## src/hw/rtl/rpu_pkg.sv

```systemverilog
// ----------------------------------------------------------------------------
// rpu_pkg
// Shared constants, codes and types of the readout packet unpacker.
// ----------------------------------------------------------------------------
package rpu_pkg;

   localparam int NUM_CARDS        = 20;
   localparam int SLOTS_PER_CARD   = 6;
   localparam int MAX_PACKET_WORDS = 4096;

   localparam int CELL_COUNT   = NUM_CARDS * SLOTS_PER_CARD;
   localparam int CELL_ADDR_W  = $clog2(CELL_COUNT);
   localparam int MISC_COUNT   = 15;
   localparam int MISC_ADDR_W  = 4;
   localparam int VALUE_W      = 20;
   localparam int CELL_VALUE_W = 16;
   localparam int WORDS_W      = 12;

   localparam int HEADER_WORDS = 5;
   localparam int USER_BASE    = 5;
   localparam int CAPTURE_LEN  = 10;
   localparam int PARITY_SLOT  = 13;
   localparam int CAP_INT      = (MAX_PACKET_WORDS > 4095) ? 4095 : MAX_PACKET_WORDS;

   localparam logic [WORDS_W-1:0] WORD_CAP   = WORDS_W'(CAP_INT);
   localparam logic [7:0]         USER_MARKER = 8'h81;

   typedef enum logic [1:0] {
      REQ_WORD = 2'd0,
      REQ_CELL = 2'd1,
      REQ_MISC = 2'd2
   } req_kind_type;

   typedef enum logic [1:0] {
      RES_END  = 2'd0,
      RES_CELL = 2'd1,
      RES_MISC = 2'd2
   } result_kind_type;

   typedef enum logic [1:0] {
      PAR_MATCH     = 2'd0,
      PAR_MISMATCH  = 2'd1,
      PAR_NO_MARKER = 2'd2
   } parity_status_type;

   typedef struct packed {
      logic                   en;
      logic [CELL_ADDR_W-1:0] addr;
      logic [VALUE_W-1:0]     data;
   } cell_wr_type;

   typedef struct packed {
      parity_status_type  status;
      logic [VALUE_W-1:0] parity;
      logic [WORDS_W-1:0] words;
   } end_info_type;

   function automatic logic cell_in_range(input logic [7:0] card, input logic [2:0] slot);
      return (32'(card) < NUM_CARDS) && (32'(slot) < SLOTS_PER_CARD);
   endfunction

   function automatic logic [CELL_ADDR_W-1:0] cell_addr(input logic [7:0] card,
                                                         input logic [2:0] slot);
      logic [10:0] full;
      full = 11'(card) * 11'(SLOTS_PER_CARD) + 11'(slot);
      return full[CELL_ADDR_W-1:0];
   endfunction

endpackage

```

## src/hw/rtl/roc_packet_unpack_parity.sv

```systemverilog
// ----------------------------------------------------------------------------
// roc_packet_unpack_parity
// Readout packet unpacker with parity check and cell / misc word readback.
// ----------------------------------------------------------------------------
// One beat is taken per clock while req_stall is low, packet words and reads
// alike, in any mix. A result (end-of-packet status, cell value or misc word)
// passes through stage one, beside the registered read port of the cell RAM,
// and then the output register. Cell values live in a 120-entry RAM; a
// per-entry written bit in flops is cleared at the first word of a packet, so
// no clearing pass is needed after reset or between packets.
// ----------------------------------------------------------------------------
module roc_packet_unpack_parity (
   input  logic        clock,
   input  logic        reset,
   input  logic        req_valid,
   output logic        req_stall,
   input  logic [1:0]  req_type,
   input  logic [31:0] req_packet_word,
   input  logic        req_last_word,
   input  logic [7:0]  req_card_index,
   input  logic [2:0]  req_slot_index,
   input  logic [3:0]  req_misc_index,
   output logic        rsp_valid,
   input  logic        rsp_stall,
   output logic [1:0]  rsp_result_kind,
   output logic [19:0] rsp_read_value,
   output logic [1:0]  rsp_parity_status,
   output logic [19:0] rsp_computed_parity,
   output logic [11:0] rsp_words_seen
);
   import rpu_pkg::*;

   req_kind_type         kind;
   logic                 accept;
   logic                 word_accept;
   logic                 makes_result;
   logic                 out_free;

   cell_wr_type          cell_wr;
   logic                 cell_hit;
   logic [VALUE_W-1:0]   misc_value;
   end_info_type         end_info;
   logic [VALUE_W-1:0]   ram_data;

   logic                 s1_valid_ff, s1_valid_in;
   result_kind_type      s1_kind_ff;
   logic [VALUE_W-1:0]   s1_value_ff;
   logic                 s1_hit_ff;
   end_info_type         s1_end_ff;

   logic                 rsp_valid_ff, rsp_valid_in;
   result_kind_type      rsp_kind_ff;
   logic [VALUE_W-1:0]   rsp_value_ff, rsp_value_in;
   end_info_type         rsp_end_ff;

   assign kind        = req_kind_type'(req_type);
   assign out_free    = !rsp_valid_ff || !rsp_stall;
   assign req_stall   = s1_valid_ff && !out_free;
   assign accept      = req_valid && !req_stall;
   assign word_accept = accept && (kind == REQ_WORD);

   always_comb begin
      case (kind)
         REQ_WORD: makes_result = req_last_word;
         REQ_CELL: makes_result = 1'b1;
         REQ_MISC: makes_result = 1'b1;
         default:  makes_result = 1'b0;
      endcase
   end

   rpu_unpack u_unpack (
      .clock       (clock),
      .reset       (reset),
      .word_accept (word_accept),
      .packet_word (req_packet_word),
      .last_word   (req_last_word),
      .card_index  (req_card_index),
      .slot_index  (req_slot_index),
      .misc_index  (req_misc_index),
      .cell_wr     (cell_wr),
      .cell_hit    (cell_hit),
      .misc_value  (misc_value),
      .end_info    (end_info)
   );

   rpu_ram #(
      .WIDTH (VALUE_W),
      .DEPTH (CELL_COUNT)
   ) u_cell_ram (
      .clock   (clock),
      .wr_en   (cell_wr.en),
      .wr_addr (cell_wr.addr),
      .wr_data (cell_wr.data),
      .rd_en   (accept && (kind == REQ_CELL)),
      .rd_addr (cell_addr(req_card_index, req_slot_index)),
      .rd_data (ram_data)
   );

   always_comb begin
      if (accept && makes_result) begin
         s1_valid_in = 1'b1;
      end else if (out_free) begin
         s1_valid_in = 1'b0;
      end else begin
         s1_valid_in = s1_valid_ff;
      end
      rsp_valid_in = out_free ? s1_valid_ff : rsp_valid_ff;
      if (s1_kind_ff == RES_CELL) begin
         rsp_value_in = s1_hit_ff ? VALUE_W'(ram_data[CELL_VALUE_W-1:0]) : '0;
      end else begin
         rsp_value_in = s1_value_ff;
      end
   end

   always_ff @(posedge clock) begin
      if (reset) begin
         s1_valid_ff  <= 1'b0;
         rsp_valid_ff <= 1'b0;
      end else begin
         s1_valid_ff  <= s1_valid_in;
         rsp_valid_ff <= rsp_valid_in;
      end
   end

   always_ff @(posedge clock) begin
      if (accept && makes_result) begin
         s1_kind_ff  <= result_kind_type'(req_type);
         s1_value_ff <= (kind == REQ_MISC) ? misc_value : '0;
         s1_hit_ff   <= cell_hit;
         s1_end_ff   <= (kind == REQ_WORD) ? end_info : '0;
      end
      if (out_free && s1_valid_ff) begin
         rsp_kind_ff  <= s1_kind_ff;
         rsp_value_ff <= rsp_value_in;
         rsp_end_ff   <= s1_end_ff;
      end
   end

   assign rsp_valid           = rsp_valid_ff;
   assign rsp_result_kind     = rsp_kind_ff;
   assign rsp_read_value      = rsp_value_ff;
   assign rsp_parity_status   = rsp_end_ff.status;
   assign rsp_computed_parity = rsp_end_ff.parity;
   assign rsp_words_seen      = rsp_end_ff.words;

   a_result_enters: assert property (@(posedge clock) disable iff (reset)
      accept && makes_result |=> s1_valid_ff)
      else $error("result beat lost at stage one");

   a_stage_holds: assert property (@(posedge clock) disable iff (reset)
      s1_valid_ff && !out_free |=> s1_valid_ff && $stable(s1_kind_ff))
      else $error("stage one changed while blocked");

   a_cell_width: assert property (@(posedge clock) disable iff (reset)
      rsp_valid_ff && rsp_kind_ff == RES_CELL |-> rsp_value_ff[VALUE_W-1:CELL_VALUE_W] == '0)
      else $error("cell value wider than 16 bits");

endmodule

```

## src/hw/rtl/rpu_ram.sv

```systemverilog
// ----------------------------------------------------------------------------
// rpu_ram
// Generic single-write, single-read RAM with registered read data.
// ----------------------------------------------------------------------------
module rpu_ram #(
   parameter int WIDTH = 20,
   parameter int DEPTH = 120
) (
   input  logic                     clock,
   input  logic                     wr_en,
   input  logic [$clog2(DEPTH)-1:0] wr_addr,
   input  logic [WIDTH-1:0]         wr_data,
   input  logic                     rd_en,
   input  logic [$clog2(DEPTH)-1:0] rd_addr,
   output logic [WIDTH-1:0]         rd_data
);

   logic [WIDTH-1:0] mem [DEPTH];
   logic [WIDTH-1:0] rd_data_ff;

   always_ff @(posedge clock) begin
      if (wr_en) begin
         mem[wr_addr] <= wr_data;
      end
      if (rd_en) begin
         rd_data_ff <= mem[rd_addr];
      end
   end

   assign rd_data = rd_data_ff;

endmodule

```

## src/hw/rtl/rpu_unpack.sv

```systemverilog
// ----------------------------------------------------------------------------
// rpu_unpack
// Packet word decode: header and user word capture, cell written bits,
// running parity, word count and end-of-packet status.
// ----------------------------------------------------------------------------
module rpu_unpack (
   input  logic                        clock,
   input  logic                        reset,
   input  logic                        word_accept,
   input  logic [31:0]                 packet_word,
   input  logic                        last_word,
   input  logic [7:0]                  card_index,
   input  logic [2:0]                  slot_index,
   input  logic [3:0]                  misc_index,
   output rpu_pkg::cell_wr_type        cell_wr,
   output logic                        cell_hit,
   output logic [rpu_pkg::VALUE_W-1:0] misc_value,
   output rpu_pkg::end_info_type       end_info
);
   import rpu_pkg::*;

   logic [WORDS_W-1:0]     pos_ff, pos_in;
   logic                   done_ff, done_in;
   logic                   seen_ff, seen_in;
   logic [3:0]             cnt_ff, cnt_in;
   logic [VALUE_W-1:0]     acc_ff, acc_in;
   logic [VALUE_W-1:0]     d0_ff, d0_in;
   logic [VALUE_W-1:0]     d1_ff, d1_in;
   logic [VALUE_W-1:0]     misc_ff [MISC_COUNT];
   logic [VALUE_W-1:0]     misc_in [MISC_COUNT];
   logic [CELL_COUNT-1:0]  written_ff, written_in;

   logic [VALUE_W-1:0]     low;
   logic [VALUE_W-1:0]     parity;
   logic                   first;
   logic [WORDS_W:0]       count;

   always_comb begin
      low     = packet_word[VALUE_W-1:0];
      first   = (pos_ff == '0);
      pos_in  = pos_ff;
      done_in = done_ff;
      seen_in = seen_ff;
      cnt_in  = cnt_ff;
      acc_in  = acc_ff;
      d0_in   = d0_ff;
      d1_in   = d1_ff;
      misc_in = misc_ff;
      written_in = written_ff;
      cell_wr = '0;
      parity  = '0;
      if (word_accept) begin
         if (first) begin
            done_in    = 1'b0;
            seen_in    = 1'b0;
            cnt_in     = '0;
            acc_in     = '0;
            d0_in      = '0;
            d1_in      = '0;
            misc_in    = '{default: '0};
            written_in = '0;
         end
         if (pos_ff < WORDS_W'(HEADER_WORDS)) begin
            misc_in[pos_ff[MISC_ADDR_W-1:0]] = low;
         end else begin
            if (!done_in) begin
               if (packet_word[31]) begin
                  done_in = 1'b1;
               end else if (cell_in_range(packet_word[31:24], packet_word[22:20])) begin
                  cell_wr.en   = 1'b1;
                  cell_wr.addr = cell_addr(packet_word[31:24], packet_word[22:20]);
                  cell_wr.data = low;
                  written_in[cell_wr.addr] = 1'b1;
               end
            end
            if (!seen_in && packet_word[31:24] == USER_MARKER) begin
               seen_in = 1'b1;
            end
            if (seen_in && cnt_in < 4'(CAPTURE_LEN)) begin
               misc_in[MISC_ADDR_W'(USER_BASE) + cnt_in] = low;
               cnt_in = cnt_in + 4'd1;
            end
         end
         if (pos_ff >= WORDS_W'(2)) begin
            acc_in = acc_in ^ d1_ff;
         end
         if (first) begin
            parity = low;
         end else if (pos_ff == WORDS_W'(1)) begin
            parity = d0_ff;
         end else begin
            parity = acc_in;
         end
         d1_in = d0_in;
         d0_in = low;
         if (last_word) begin
            pos_in = '0;
         end else if (pos_ff < WORD_CAP) begin
            pos_in = pos_ff + WORDS_W'(1);
         end
      end
   end

   always_comb begin
      count = {1'b0, pos_ff} + (WORDS_W+1)'(1);
      end_info.parity = parity;
      end_info.words  = (count > {1'b0, WORD_CAP}) ? WORD_CAP : count[WORDS_W-1:0];
      if (!seen_in) begin
         end_info.status = PAR_NO_MARKER;
      end else if (parity == misc_in[PARITY_SLOT]) begin
         end_info.status = PAR_MATCH;
      end else begin
         end_info.status = PAR_MISMATCH;
      end
   end

   assign cell_hit   = cell_in_range(card_index, slot_index) &&
                       written_ff[cell_addr(card_index, slot_index)];
   assign misc_value = (32'(misc_index) < MISC_COUNT) ? misc_ff[misc_index] : '0;

   always_ff @(posedge clock) begin
      if (reset) begin
         pos_ff     <= '0;
         done_ff    <= 1'b0;
         seen_ff    <= 1'b0;
         cnt_ff     <= '0;
         acc_ff     <= '0;
         d0_ff      <= '0;
         d1_ff      <= '0;
         misc_ff    <= '{default: '0};
         written_ff <= '0;
      end else begin
         pos_ff     <= pos_in;
         done_ff    <= done_in;
         seen_ff    <= seen_in;
         cnt_ff     <= cnt_in;
         acc_ff     <= acc_in;
         d0_ff      <= d0_in;
         d1_ff      <= d1_in;
         misc_ff    <= misc_in;
         written_ff <= written_in;
      end
   end

   a_cnt_bound: assert property (@(posedge clock) disable iff (reset)
      cnt_ff <= 4'(CAPTURE_LEN))
      else $error("user capture count overran");

   a_pos_bound: assert property (@(posedge clock) disable iff (reset)
      pos_ff <= WORD_CAP)
      else $error("word position beyond cap");

   a_cnt_needs_marker: assert property (@(posedge clock) disable iff (reset)
      cnt_ff != '0 |-> seen_ff)
      else $error("user words captured without marker");

endmodule

```

## config.mk

```make
export PLATFORM = sky130hd
export DESIGN_NAME = roc_packet_unpack_parity
export DESIGN_NICKNAME = d
export VERILOG_FILES = /design/src/hw/rtl/rpu_pkg.sv /design/src/hw/rtl/roc_packet_unpack_parity.sv /design/src/hw/rtl/rpu_ram.sv /design/src/hw/rtl/rpu_unpack.sv
export SDC_FILE = /design/constraint.sdc
export NUM_CORES = 2
export LEC_CHECK = 0
export BUFFER_PORTS_ARGS = -buffer_cell sky130_fd_sc_hd__clkbuf_2
export CAP_MARGIN = 0
export CORE_ASPECT_RATIO = 2
export CORE_MARGIN = 3
export CORE_UTILIZATION = 55
export CTS_CLUSTER_DIAMETER = 120
export CTS_CLUSTER_SIZE = 28
export DETAILED_ROUTE_END_ITERATION = 12
export GPL_TIMING_DRIVEN = 0
export HOLD_SLACK_MARGIN = 0.1
export PLACE_DENSITY = 0.71
export SLEW_MARGIN = 15
export SYNTH_ARGS = -nofsm -noshare
export SYNTH_HDL_FRONTEND = slang
export SYNTH_SLANG_ARGS = --single-unit
export TNS_END_PERCENT = 30
```

## constraint.sdc

```tcl
create_clock -name clock -period 8.91 [get_ports clock]
set_clock_uncertainty 0.1 [all_clocks]
set_input_delay 2.2275 -clock clock [delete_from_list [all_inputs] [get_ports clock]]
set_output_delay 2.2275 -clock clock [all_outputs]
set_load 0.1 [all_outputs]
```

==> reports/metrics.yaml <==
worst_setup_path:
  arrival_ns: 7.26
  worstPathMaxFanout: 17
  rrSetupSlack_ns: 2.78
  worstReg2RegEnd: "u_unpack.misc_ff[274]"
  critical_path_class: "in2reg"
  cp_data_required_time_ns: 9.22
  r2r_start: "u_unpack.pos_ff[0]"
  r2r_cells: 17
  worstSetupEndpointType: "register"
  cp-start-kind: "primary input"
clock_network:
  cts_setup_buffers: 0
  clkSlewWorstSetupHoldPaths_ns: 0.11
  cts_tree: "yes"
  clk_path_buf_depth: 3
  cts_buffers: 101
  cts.sinks: 2549
  cts-hold-fix-buffers: 0
  cts_resized: 0
  cts.htree.levels: 3
  clk_root_buffer_cell: "clkbuf_16"
  worstSkewPairLatency_ns: 0.81
route:
  vias: 58000
  postRouteAntennaNets: 0
  dr.pass1.iters: 8
  routedWlPerCell_um: 39.7
  via_per_inst: 6.81
  drc_errors: 0
  drtIter0Drc: 7720
  drt-total-wl_um: 338000
finish:
  fin_nets: 6192
  drive_above_1_share_pct: 22.1
  multiInputGateArea_um2: 28400
  finalInstanceArea_um2: 110000
  synthToLayoutAreaGrowth_pct: 8.69
  utilization_pct: 60.1
  regArea_um2: 71500
  nFillCells: 13300
die:
  num_rows: 222
  die_h_um: 612
  core_um2: 183000
  fp.dieW_um: 309
  die_area_um2: 189000
  start_util_pct: 55.3
  io_pins: 112
synthesis:
  synth-seq-cells: 2549
  synthMuxAreaShare_pct: 16.3
  synth-adder-area-share_pct: 0.475
  synth_compound_area_share_pct: 5.12
  yosysWarnings: 0
  synth_xor_area_share_pct: 0.589
  synth_top_area_cell: "edfxtp_1"
  syn_inst: 5803
  synth_area_um2: 101000
  synth-main-ff-cell: "edfxtp_1"
  synthArstFlopShare_pct: 0
  synth_top_family_by_area: "multiplexers"
  ys_top_cells_by_area: "edfxtp_1 (61%), mux4_2 (16%), dfxtp_1 (9.9%)"
  synth_edf_count: 2049
  synth_top_area_share_pct: 60.8
  ys_types: 71
  avgSynthCellArea_um2: 17.4
  syn_nets: 5893
  synth_seq_area_share_pct: 70.7
  synth_simple_gate_area_share_pct: 4.90
placement:
  place.gp.congestion: 1.11
  port_buffers: 85
  place_area_um2: 107000
  dpl.hpwl_um: 247000
run_status:
  violations: "max-capacitance violations, max-slew violations"
  status: "complete, but fails checks"
sta:
  period_share_pct: 78.0
  holdWs_ns: 0.327
  setup_violations: 0
  hold_viol: 0
  rsz0062_at_grt: "false"
  slew_violations: 1
  worstMarginPinSlew_ns: 1.50
  max_freq_ghz: 0.144
  relSlewSlack_pct: -0.792
  fin_crit_ns: 6.95
run:
  drv_cap: 3
power_and_ir_drop:
  powerDensity_nw_per_um2: 183
  total_leakage_power_nw: 39.1
  ir_worst_vdd_mv: 0.192
global_route:
  antenna_found_initial: 21
  grt_pass1_vias: 58600
  met2_usage_pct: 62.1
  gr-total-overflow: 0
  use_met1_pct: 34.7
  grt_usage_pct: 36.4
  grt_pass1_wl_um: 466000
  grt-busiest-layer: "met2"
  grt_max_degree: 81
  grtUsageMet3_pct: 8.11
hold_path:
  min_to: "rsp_words_seen[2]"
  holdPathStages: 0
  holdCritPathClass: "reg2reg"
  worstHoldStart: "s1_end_ff[2]"
==> registers in the layout (all words and copies together), names as in the netlist, 12 cells and up, named ones only <==
register             count
u_cell_ram.mem        1920
u_unpack.misc_ff       280
u_unpack.written_ff    120
s1_end_ff               34
rsp_computed_parity     20
rsp_read_value          20
s1_value_ff             20
u_unpack.acc_ff         20
u_unpack.d0_ff          20
u_unpack.d1_ff          20
u_cell_ram.rd_data      16
rsp_words_seen          12
u_unpack.pos_ff         12
==> worst max path at each step <==
stage                       from                     end  cells after the start
6_report             req_type[1]  u_cell_ram.mem[15][11]                      9
5_1_grt        req_card_index[1]  u_cell_ram.rd_data[12]                     11
4_1_cts        req_card_index[1]  u_cell_ram.rd_data[11]                     11
3_5_place_dp   req_card_index[1]  u_cell_ram.rd_data[11]                     11
3_3_place_gp         req_type[0]   u_cell_ram.mem[85][6]                     10
2_1_floorplan        req_type[0]            s1_end_ff[0]                      4
==> worst max-delay path, cell delays in order <==
cell and delay, ns:
clkbuf_2 0.12, inv_1 0.09, ha_1 0.22, and3_1 0.25, clkbuf_1 0.68, nand2_1 0.73, a211oi_2 0.83, nand2_1 1.01
nor2_4 1.04
==> report_power, final <==
group          total (W)  leakage [nW]  internal (W)  switching [W]
Clock            0.00573          1.36       0.00218        0.00356
Sequential        0.0127          27.6        0.0127      0.0000206
Combinational    0.00168          10.2      0.000410        0.00127
Total             0.0202          39.1        0.0153        0.00485
==> synth_stat cells (5+ instances only) <==
| master | instances |
|---|---|
| a211oi_1 | 18 |
| buf_4 | 6 |
| dfxtp_1 | 500 |
| buf_2 | 99 |
| and3_1 | 9 |
| a32oi_1 | 12 |
| nor2b_1 | 24 |
| mux4_2 | 711 |
| o21ai_1 | 19 |
| buf_1 | 27 |
| a21o_1 | 16 |
| or3_1 | 6 |
| inv_1 | 35 |
| o211ai_1 | 9 |
| nand3_1 | 38 |
| a31oi_1 | 9 |
| clkbuf_1 | 282 |
| nor3_1 | 11 |
| mux2i_1 | 51 |
| and2_1 | 35 |
| o21ai_0 | 98 |
| nand2b_1 | 7 |
| a22oi_1 | 405 |
| a32o_1 | 7 |
| nor3b_1 | 6 |
| xnor2_1 | 32 |
| edfxtp_1 | 2049 |
| nand2_1 | 346 |
| xor2_1 | 36 |
| ha_1 | 32 |
| a21oi_1 | 146 |
| nor2_1 | 638 |
| nand4_1 | 11 |
| a31o_2 | 5 |
==> per-stage QoR <==
step,instances,TNS (ns),total power [W],setup slack (ns)
2_1_floorplan,5803,0,0.0139,1.76
3_3_place_gp,8240,-1104.60,0.0146,-0.895
3_5_place_dp,8348,0,0.0146,1.22
4_1_cts,8494,0,0.0201,2.02
5_1_grt,8500,0,0.0206,1.98
6_report,8516,0,0.0202,1.96
==> cell type report <==
cell class | count | share of cell area [%]
antenna | 19 | 0.0433
buffer | 416 | 1.61
clock buffer | 142 | 2.50
clock inverter | 4 | 0.0717
inverter | 35 | 0.120
multi-input combinational | 2803 | 25.8
sequential | 2549 | 65.1
tap | 2352 | 2.68
timing repair buffer | 196 | 2.04
==> logic make-up (layout without fill, tap and decap cells) <==
kind of cell             after synthesis  count (layout)
AO/OA/AOI/OAI                        767             767
XOR/XNOR                              68              68
adder cells (fa/ha/maj)               36              36
buffers and inverters                451             793
flip-flops                          2549            2549
multiplexers                         762             762
other                                  0              19
AND/OR/NAND/NOR                     1170            1170
==> placed cells by master, fill, tap and decap left out, types with 52 or more instances in the layout <==
cell / count
nand2_1: 339
edfxtp_1: 2049
clkbuf_16: 105
a22oi_1: 405
o21ai_0: 93
buf_2: 104
clkbuf_1: 286
clkbuf_2: 123
nor2_4: 52
a21oi_1: 146
mux4_2: 711
nor2_2: 74
dfxtp_1: 500
nor2_1: 518
==> routing by layer <==
metal | routed length (um) | vias up
met2 | 172000 | 3466
li1 | - | 23400
met3 | 25400 | 1284
met1 | 94000 | 29800
met4 | 46200 | 4
met5 | 27 | -
(Power assumes the default switching activity.)
